===== src/sv/sha256_pkg.sv =====
`timescale 1ns / 1ps

package sha256_pkg;

   localparam logic [31:0] PadMarker = 32'h8000_0000;
   localparam logic [3:0]  LenHiSlot = 4'd14;
   localparam logic [3:0]  BlockLast = 4'd15;
   localparam logic [5:0]  RoundLast = 6'd63;
   localparam logic [2:0]  LastIdx   = 3'd7;
   localparam logic [2:0]  FullWord  = 3'd4;

   typedef struct packed {
      logic [31:0] data_word;
      logic [2:0]  valid_bytes;
      logic        last;
   } req_type;

   typedef struct packed {
      logic [31:0] digest_word;
      logic [2:0]  word_index;
      logic        last_word;
   } rsp_type;

   typedef enum logic [2:0] {
      ST_IDLE,
      ST_PAD,
      ST_ROUND,
      ST_ADD,
      ST_EMIT
   } state_type;

   function automatic logic [31:0] ror32(input logic [31:0] v, input int unsigned s);
      ror32 = (v >> s) | (v << (32 - s));
   endfunction

   function automatic logic [31:0] big_sigma0(input logic [31:0] x);
      big_sigma0 = ror32(x, 2) ^ ror32(x, 13) ^ ror32(x, 22);
   endfunction

   function automatic logic [31:0] big_sigma1(input logic [31:0] x);
      big_sigma1 = ror32(x, 6) ^ ror32(x, 11) ^ ror32(x, 25);
   endfunction

   function automatic logic [31:0] small_sigma0(input logic [31:0] x);
      small_sigma0 = ror32(x, 7) ^ ror32(x, 18) ^ (x >> 3);
   endfunction

   function automatic logic [31:0] small_sigma1(input logic [31:0] x);
      small_sigma1 = ror32(x, 17) ^ ror32(x, 19) ^ (x >> 10);
   endfunction

   function automatic logic [31:0] init_hash(input logic [2:0] idx);
      case (idx)
         3'd0:    init_hash = 32'h6a09e667;
         3'd1:    init_hash = 32'hbb67ae85;
         3'd2:    init_hash = 32'h3c6ef372;
         3'd3:    init_hash = 32'ha54ff53a;
         3'd4:    init_hash = 32'h510e527f;
         3'd5:    init_hash = 32'h9b05688c;
         3'd6:    init_hash = 32'h1f83d9ab;
         default: init_hash = 32'h5be0cd19;
      endcase
   endfunction

   function automatic logic [31:0] round_k(input logic [5:0] t);
      case (t)
         6'd0:  round_k = 32'h428a2f98;
         6'd1:  round_k = 32'h71374491;
         6'd2:  round_k = 32'hb5c0fbcf;
         6'd3:  round_k = 32'he9b5dba5;
         6'd4:  round_k = 32'h3956c25b;
         6'd5:  round_k = 32'h59f111f1;
         6'd6:  round_k = 32'h923f82a4;
         6'd7:  round_k = 32'hab1c5ed5;
         6'd8:  round_k = 32'hd807aa98;
         6'd9:  round_k = 32'h12835b01;
         6'd10: round_k = 32'h243185be;
         6'd11: round_k = 32'h550c7dc3;
         6'd12: round_k = 32'h72be5d74;
         6'd13: round_k = 32'h80deb1fe;
         6'd14: round_k = 32'h9bdc06a7;
         6'd15: round_k = 32'hc19bf174;
         6'd16: round_k = 32'he49b69c1;
         6'd17: round_k = 32'hefbe4786;
         6'd18: round_k = 32'h0fc19dc6;
         6'd19: round_k = 32'h240ca1cc;
         6'd20: round_k = 32'h2de92c6f;
         6'd21: round_k = 32'h4a7484aa;
         6'd22: round_k = 32'h5cb0a9dc;
         6'd23: round_k = 32'h76f988da;
         6'd24: round_k = 32'h983e5152;
         6'd25: round_k = 32'ha831c66d;
         6'd26: round_k = 32'hb00327c8;
         6'd27: round_k = 32'hbf597fc7;
         6'd28: round_k = 32'hc6e00bf3;
         6'd29: round_k = 32'hd5a79147;
         6'd30: round_k = 32'h06ca6351;
         6'd31: round_k = 32'h14292967;
         6'd32: round_k = 32'h27b70a85;
         6'd33: round_k = 32'h2e1b2138;
         6'd34: round_k = 32'h4d2c6dfc;
         6'd35: round_k = 32'h53380d13;
         6'd36: round_k = 32'h650a7354;
         6'd37: round_k = 32'h766a0abb;
         6'd38: round_k = 32'h81c2c92e;
         6'd39: round_k = 32'h92722c85;
         6'd40: round_k = 32'ha2bfe8a1;
         6'd41: round_k = 32'ha81a664b;
         6'd42: round_k = 32'hc24b8b70;
         6'd43: round_k = 32'hc76c51a3;
         6'd44: round_k = 32'hd192e819;
         6'd45: round_k = 32'hd6990624;
         6'd46: round_k = 32'hf40e3585;
         6'd47: round_k = 32'h106aa070;
         6'd48: round_k = 32'h19a4c116;
         6'd49: round_k = 32'h1e376c08;
         6'd50: round_k = 32'h2748774c;
         6'd51: round_k = 32'h34b0bcb5;
         6'd52: round_k = 32'h391c0cb3;
         6'd53: round_k = 32'h4ed8aa4a;
         6'd54: round_k = 32'h5b9cca4f;
         6'd55: round_k = 32'h682e6ff3;
         6'd56: round_k = 32'h748f82ee;
         6'd57: round_k = 32'h78a5636f;
         6'd58: round_k = 32'h84c87814;
         6'd59: round_k = 32'h8cc70208;
         6'd60: round_k = 32'h90befffa;
         6'd61: round_k = 32'ha4506ceb;
         6'd62: round_k = 32'hbef9a3f7;
         default: round_k = 32'hc67178f2;
      endcase
   endfunction

   // Keeps the valid leading bytes of a partial last word and appends the pad byte.
   function automatic logic [31:0] pad_partial(input logic [31:0] d, input logic [2:0] nv);
      case (nv)
         3'd0:    pad_partial = PadMarker;
         3'd1:    pad_partial = {d[31:24], 24'h80_0000};
         3'd2:    pad_partial = {d[31:16], 16'h8000};
         3'd3:    pad_partial = {d[31:8], 8'h80};
         default: pad_partial = d;
      endcase
   endfunction

endpackage


===== src/sv/sha256_hash_engine_core.sv =====
`timescale 1ns / 1ps

// Channel   Direction  Handshake             Payload
// req       in         req_valid/req_stall   data_word, valid_bytes, last
// rsp       out        rsp_valid/rsp_stall   digest_word, word_index, last_word
//
// A message word that does not fill a block is shifted into the window and the
// engine stays ready for the next word. The sixteenth word of a block starts the
// rounds and then the chain add, all through the single shared round unit.
// A last word is followed by its padding words, one or two compressions and the
// eight digest words, stretched by any rsp_stall.
// Synchronous active-high reset restores the initial hash and clears all counters.
module sha256_hash_engine_core (
   input  logic                clock,
   input  logic                reset,
   input  logic                req_valid,
   output logic                req_stall,
   input  sha256_pkg::req_type req_data,
   output logic                rsp_valid,
   input  logic                rsp_stall,
   output sha256_pkg::rsp_type rsp_data
);
   import sha256_pkg::*;

   state_type   state_ff, state_in;
   logic [3:0]  count_ff, count_in;
   logic [60:0] bytes_ff, bytes_in;
   logic [5:0]  round_ff, round_in;
   logic [2:0]  idx_ff, idx_in;
   logic        pad_ff, pad_in;
   logic        marker_ff, marker_in;
   logic        hi_ff, hi_in;
   logic        done_ff, done_in;
   logic        rsp_valid_ff, rsp_valid_in;

   logic [31:0] win_ff [16];
   logic [31:0] var_ff [8];
   logic [31:0] chain_ff [8];
   rsp_type     rsp_data_ff;

   logic        push;
   logic [31:0] push_word;
   logic        load_vars;
   logic        sched;
   logic        add_chain;
   logic        emit_ld;
   logic [2:0]  nv_eff;
   logic [63:0] bit_len;
   logic [31:0] new_w;
   logic [31:0] t1;
   logic [31:0] t2;

   assign bit_len = {bytes_ff, 3'b000};
   assign new_w = win_ff[0] + small_sigma0(win_ff[1]) + win_ff[9] + small_sigma1(win_ff[14]);
   assign t1 = var_ff[7] + big_sigma1(var_ff[4])
             + ((var_ff[4] & var_ff[5]) ^ (~var_ff[4] & var_ff[6]))
             + round_k(round_ff) + win_ff[0];
   assign t2 = big_sigma0(var_ff[0])
             + ((var_ff[0] & var_ff[1]) ^ (var_ff[0] & var_ff[2]) ^ (var_ff[1] & var_ff[2]));

   always_comb begin
      state_in     = state_ff;
      count_in     = count_ff;
      bytes_in     = bytes_ff;
      round_in     = round_ff;
      idx_in       = idx_ff;
      pad_in       = pad_ff;
      marker_in    = marker_ff;
      hi_in        = hi_ff;
      done_in      = done_ff;
      push         = 1'b0;
      push_word    = '0;
      load_vars    = 1'b0;
      sched        = 1'b0;
      add_chain    = 1'b0;
      emit_ld      = 1'b0;
      nv_eff       = FullWord;
      if (req_data.last && req_data.valid_bytes < FullWord) begin
         nv_eff = req_data.valid_bytes;
      end
      case (state_ff)
         ST_IDLE: begin
            if (req_valid) begin
               push     = 1'b1;
               bytes_in = bytes_ff + {58'd0, nv_eff};
               if (req_data.last) begin
                  push_word = pad_partial(req_data.data_word, nv_eff);
                  pad_in    = 1'b1;
                  marker_in = (nv_eff == FullWord);
                  state_in  = ST_PAD;
               end else begin
                  push_word = req_data.data_word;
               end
            end
         end
         ST_PAD: begin
            push = 1'b1;
            if (marker_ff) begin
               push_word = PadMarker;
               marker_in = 1'b0;
            end else if (count_ff == LenHiSlot && !hi_ff) begin
               push_word = bit_len[63:32];
               hi_in     = 1'b1;
            end else if (count_ff == BlockLast && hi_ff) begin
               push_word = bit_len[31:0];
               hi_in     = 1'b0;
               done_in   = 1'b1;
            end
         end
         ST_ROUND: begin
            sched    = 1'b1;
            round_in = round_ff + 6'd1;
            if (round_ff == RoundLast) begin
               state_in = ST_ADD;
            end
         end
         ST_ADD: begin
            add_chain = 1'b1;
            if (done_ff) begin
               state_in = ST_EMIT;
               pad_in   = 1'b0;
               done_in  = 1'b0;
            end else if (pad_ff) begin
               state_in = ST_PAD;
            end else begin
               state_in = ST_IDLE;
            end
         end
         ST_EMIT: begin
            if (!rsp_valid_ff || !rsp_stall) begin
               emit_ld = 1'b1;
               idx_in  = idx_ff + 3'd1;
               if (idx_ff == LastIdx) begin
                  state_in = ST_IDLE;
                  bytes_in = '0;
               end
            end
         end
         default: begin
            state_in = ST_IDLE;
         end
      endcase
      if (push) begin
         count_in = count_ff + 4'd1;
         if (count_ff == BlockLast) begin
            load_vars = 1'b1;
            round_in  = '0;
            state_in  = ST_ROUND;
         end
      end
      rsp_valid_in = emit_ld || (rsp_valid_ff && rsp_stall);
   end

   always_ff @(posedge clock) begin
      if (reset) begin
         state_ff     <= ST_IDLE;
         count_ff     <= '0;
         bytes_ff     <= '0;
         round_ff     <= '0;
         idx_ff       <= '0;
         pad_ff       <= 1'b0;
         marker_ff    <= 1'b0;
         hi_ff        <= 1'b0;
         done_ff      <= 1'b0;
         rsp_valid_ff <= 1'b0;
      end else begin
         state_ff     <= state_in;
         count_ff     <= count_in;
         bytes_ff     <= bytes_in;
         round_ff     <= round_in;
         idx_ff       <= idx_in;
         pad_ff       <= pad_in;
         marker_ff    <= marker_in;
         hi_ff        <= hi_in;
         done_ff      <= done_in;
         rsp_valid_ff <= rsp_valid_in;
      end
   end

   // The chain value shifts out during the digest and refills with the initial hash.
   always_ff @(posedge clock) begin
      if (reset) begin
         for (int i = 0; i < 8; i++) begin
            chain_ff[i] <= init_hash(3'(i));
         end
      end else if (add_chain) begin
         for (int i = 0; i < 8; i++) begin
            chain_ff[i] <= chain_ff[i] + var_ff[i];
         end
      end else if (emit_ld) begin
         for (int i = 0; i < 7; i++) begin
            chain_ff[i] <= chain_ff[i + 1];
         end
         chain_ff[7] <= init_hash(idx_ff);
      end
   end

   // The block window doubles as the message schedule: word zero feeds each round.
   always_ff @(posedge clock) begin
      if (push || sched) begin
         for (int i = 0; i < 15; i++) begin
            win_ff[i] <= win_ff[i + 1];
         end
         win_ff[15] <= push ? push_word : new_w;
      end
      if (load_vars) begin
         for (int i = 0; i < 8; i++) begin
            var_ff[i] <= chain_ff[i];
         end
      end else if (sched) begin
         var_ff[0] <= t1 + t2;
         var_ff[1] <= var_ff[0];
         var_ff[2] <= var_ff[1];
         var_ff[3] <= var_ff[2];
         var_ff[4] <= var_ff[3] + t1;
         var_ff[5] <= var_ff[4];
         var_ff[6] <= var_ff[5];
         var_ff[7] <= var_ff[6];
      end
      if (emit_ld) begin
         rsp_data_ff.digest_word <= chain_ff[0];
         rsp_data_ff.word_index  <= idx_ff;
         rsp_data_ff.last_word   <= (idx_ff == LastIdx);
      end
   end

   assign req_stall = (state_ff != ST_IDLE);
   assign rsp_valid = rsp_valid_ff;
   assign rsp_data  = rsp_data_ff;

endmodule


===== config.mk =====
export PLATFORM = sky130hd
export DESIGN_NAME = sha256_hash_engine_core
export DESIGN_NICKNAME = d
export VERILOG_FILES = /design/src/sv/sha256_pkg.sv /design/src/sv/sha256_hash_engine_core.sv
export SDC_FILE = /design/constraint.sdc
export NUM_CORES = 2
export LEC_CHECK = 0
export BUFFER_PORTS_ARGS = -buffer_cell sky130_fd_sc_hd__buf_2
export CORE_UTILIZATION = 55
export DETAILED_ROUTE_END_ITERATION = 10
export PLACE_DENSITY_LB_ADDON = 0.3
export SKIP_CTS_REPAIR_TIMING = 1
export SLEW_MARGIN = 20
export SYNTH_ARGS = -nofsm -noshare
export SYNTH_HDL_FRONTEND = slang
export SYNTH_SLANG_ARGS = --single-unit

===== constraint.sdc =====
create_clock -name clock -period 20.7 [get_ports clock]
set_clock_uncertainty 0.05 [all_clocks]
set_input_delay 5.175 -clock clock [delete_from_list [all_inputs] [get_ports clock]]
set_output_delay 5.175 -clock clock [all_outputs]
set_load 0.01 [all_outputs]

==> run_results.csv <==
group,metric,value,unit
synth,synth_top_family_by_area,"compound AO/OA/AOI/OAI gates",
clock_network,clock_sinks,1174,
synth,synth-simple-area-share,12.0,%
timing,hold_viol,0,
worst_hold_path,hold_path_class,"register to register",
floorplanning,die_y,361,um
worst_setup_path,arrival,9.52,ns
drt,drtAntennaViolNets,0,
finish,layout-drive-gt1-share,6.40,%
synth,ys_seq_area_share,48.1,%
synth,synth-seq-cells,1174,
synth,synth-xor-area-share,7.80,%
floorplanning,core,128000,sq um
synth,synth_nets,7364,
worst_setup_path,ff2ff_setup_slack,11.99,ns
floorplanning,rows,131,
clock_network,max-clock-path-buffers,3,
pwr,ir_worst_vdd,0.000161,V
synth,synth_compound_area_share,15.3,%
synth,synthMuxAreaShare,0.740,%
synth,synth_ff_type,"edfxtp_1",
synth,synth_area,70900,sq um
floorplanning,initial_core_util,55.5,%
clock_network,cts_tree,"built",
finish,final_cell_mix,"1059 x edfxtp_1, 1007 x nand2_1, 490 x o21ai_0, 459 x a21oi_1, 401 x ha_1",
drt,route.detailed.wl_per_inst,25.2,um
grt,antenna_found_initial,0,
floorplanning,pin_count,78,
grt,gr-total-overflow,0,
run_status,status,"finished clean",
drt,dr_total_vias,52900,
placement,io_buffer_count,77,
timing,min_period,9.18,ns
synth,async_reset_ff_share,0,%
timing,max_freq,0.109,GHz
timing,worstMarginPinSlew,1.15,ns
placement,dp_hpwl,153,mm
drt,wirelength,213,mm
clock_network,cts_buffers,130,
finish,final_nets,7333,
synth,synth-adder-area-share,12.7,%
worst_setup_path,cp_max_fo,211,
worst_setup_path,worstPathRequired,21.04,ns
grt,track_usage,32.6,%
job,max-cap-violations,0,
placement,place_area,72800,sq um
synth,syn_inst,6727,
floorplanning,dieWidth,361,um
clock_network,clkLatencyLatePin,0.80,ns
finish,area_growth,8.62,%
grt,grt_pass1_vias,51800,
finish,num_antenna_cells,0,
clock_network,root_buffer,"clkbuf_16",
synth,yosysWarnings,0,
timing,setup_viol,0,
synth,ys_types,110,
placement,gp_congestion,1.00,
clock_network,htree_levels,4,
finish,nFillCells,10300,
drt,dr.pass1.iters,6,
timing,tns,0,ns
timing,slew_headroom,23.1,%
grt,grt_start_max_net_pins,212,
finish,final_common_cell,"edfxtp_1",
synth,synth_edf_count,1059,
clock_network,path_clk_slew,0.06,ns
drt,drtIter0Drc,5448,
timing,report.final.slew_viol_count,0,
pwr,powerDensity,106,nW/um^2
drt,drcViolationCount,0,
drt,vias_per_cell,6.25,
floorplanning,die_area,130000,sq um
grt,grt_pass1_wl,320,mm
timing,min_period_over_period,44.4,%
synth,avgSynthCellArea,10.5,sq um
worst_setup_path,worst_setup_path_start_kind,"primary input",
worst_setup_path,end_kind,"register",
worst_setup_path,path_class,"primary input to register",
finish,stdcell_area,77000,sq um
timing,rsz0062_at_grt,"false",
pwr,leakage,0.0297,uW
## flip-flops by register name, indices dropped and copies added, names as in the netlist, 3 cells and up, named ones only
| register | cells |
|---|---|
| bytes_ff | 61 |
| round_ff | 6 |
| chain_ff | 256 |
| rsp_data | 36 |
| var_ff | 256 |
| idx_ff | 3 |
| state_ff | 3 |
| count_ff | 4 |
| win_ff | 512 |
## layer usage
layer	vias to the layer above	track usage, %	share of wire (%)
met5	-	0	0
met4	0	16.9	5.5
met3	459	3.97	7.3
met2	2392	53.8	47
met1	25900	42.3	40
li1	24100	-	-
## cell type report
type / instances / area [sq um] / share of cell area, %
clock inverter: 70 / 743 / 0.965
tap: 1662 / 2080 / 2.70
sequential: 1174 / 34100 / 44.3
multi-input combinational: 4922 / 34500 / 44.8
inverter: 333 / 1250 / 1.63
clock buffer: 164 / 3450 / 4.49
timing repair buffer: 135 / 871 / 1.13
## per-stage QoR
stage	setup WS (ns)	power [uW]	utilization [%]	std cells	hold WS (ns)
2_1_floorplan	3.04	4990	-	6727	0.350
3_3_place_gp	10.85	5720	57.0	8226	0.351
3_5_place_dp	10.72	5780	57.0	8226	0.355
4_1_cts	11.62	8120	60.3	8460	0.354
5_1_grt	11.33	8510	60.3	8460	0.360
6_report	11.52	8140	60.3	8460	0.350
## worst paths after layout
kind / depth (start not counted) / startpoint / endpoint
min: 0 / win_ff[0][108]$_DFFE_PP_ / win_ff[0][76]$_DFFE_PP_
max reg2reg: 29 / var_ff[0][155]$_DFFE_PP_ / var_ff[0][28]$_DFFE_PP_
min reg2reg: 0 / win_ff[0][108]$_DFFE_PP_ / win_ff[0][76]$_DFFE_PP_
max: 7 / req_valid / win_ff[0][255]$_DFFE_PP_
## report_power, final
group | switching, uW | total (uW) | internal [uW] | leakage (uW)
clock | 1010 | 2330 | 1310 | 0.00204
combinational | 1670 | 2800 | 1130 | 0.0168
sequential | 159 | 3010 | 2850 | 0.0108
## cells by family after synthesis
kind of cell	count (synthesis)
flops	1174
buf+inv	631
mux	49
xor+xnor	630
fa+ha+maj	601
simple gates	1920
compound gates	1722
## critical path, stage by stage
cell	delay, ns
buf_2	0.12
nor2_1	0.08
or3_1	0.62
nand2_4	0.69
buf_12	0.79
buf_4	0.94
buf_4	0.87
## Yosys cell counts (28+ instances only)
| library cell | instances | share of area (%) |
|---|---|---|
| a31oi_1 | 44 | 0.39 |
| fa_1 | 196 | 5.5 |
| and3_1 | 47 | 0.41 |
| a21o_1 | 173 | 1.8 |
| nor2b_1 | 35 | 0.31 |
| o21bai_1 | 39 | 0.41 |
| o22ai_1 | 42 | 0.37 |
| edfxtp_1 | 1059 | 45 |
| a21oi_1 | 460 | 3.2 |
| nand2_1 | 1016 | 5.4 |
| o211ai_1 | 45 | 0.48 |
| xnor2_1 | 380 | 4.7 |
| o21a_1 | 47 | 0.50 |
| a211oi_1 | 54 | 0.57 |
| inv_1 | 327 | 1.7 |
| or3_1 | 38 | 0.34 |
| nand2b_1 | 67 | 0.59 |
| nor2_1 | 392 | 2.1 |
| nand4_1 | 42 | 0.37 |
| o21ai_1 | 28 | 0.20 |
| o31ai_1 | 40 | 0.42 |
| clkbuf_1 | 264 | 1.4 |
| nor3_1 | 92 | 0.65 |
| nand3_1 | 88 | 0.62 |
| o21ai_0 | 490 | 3.5 |
| dfxtp_1 | 115 | 3.2 |
| ha_1 | 401 | 7.1 |
| xor2_1 | 249 | 3.1 |
Note: power is estimated with default switching activity, not from simulation.
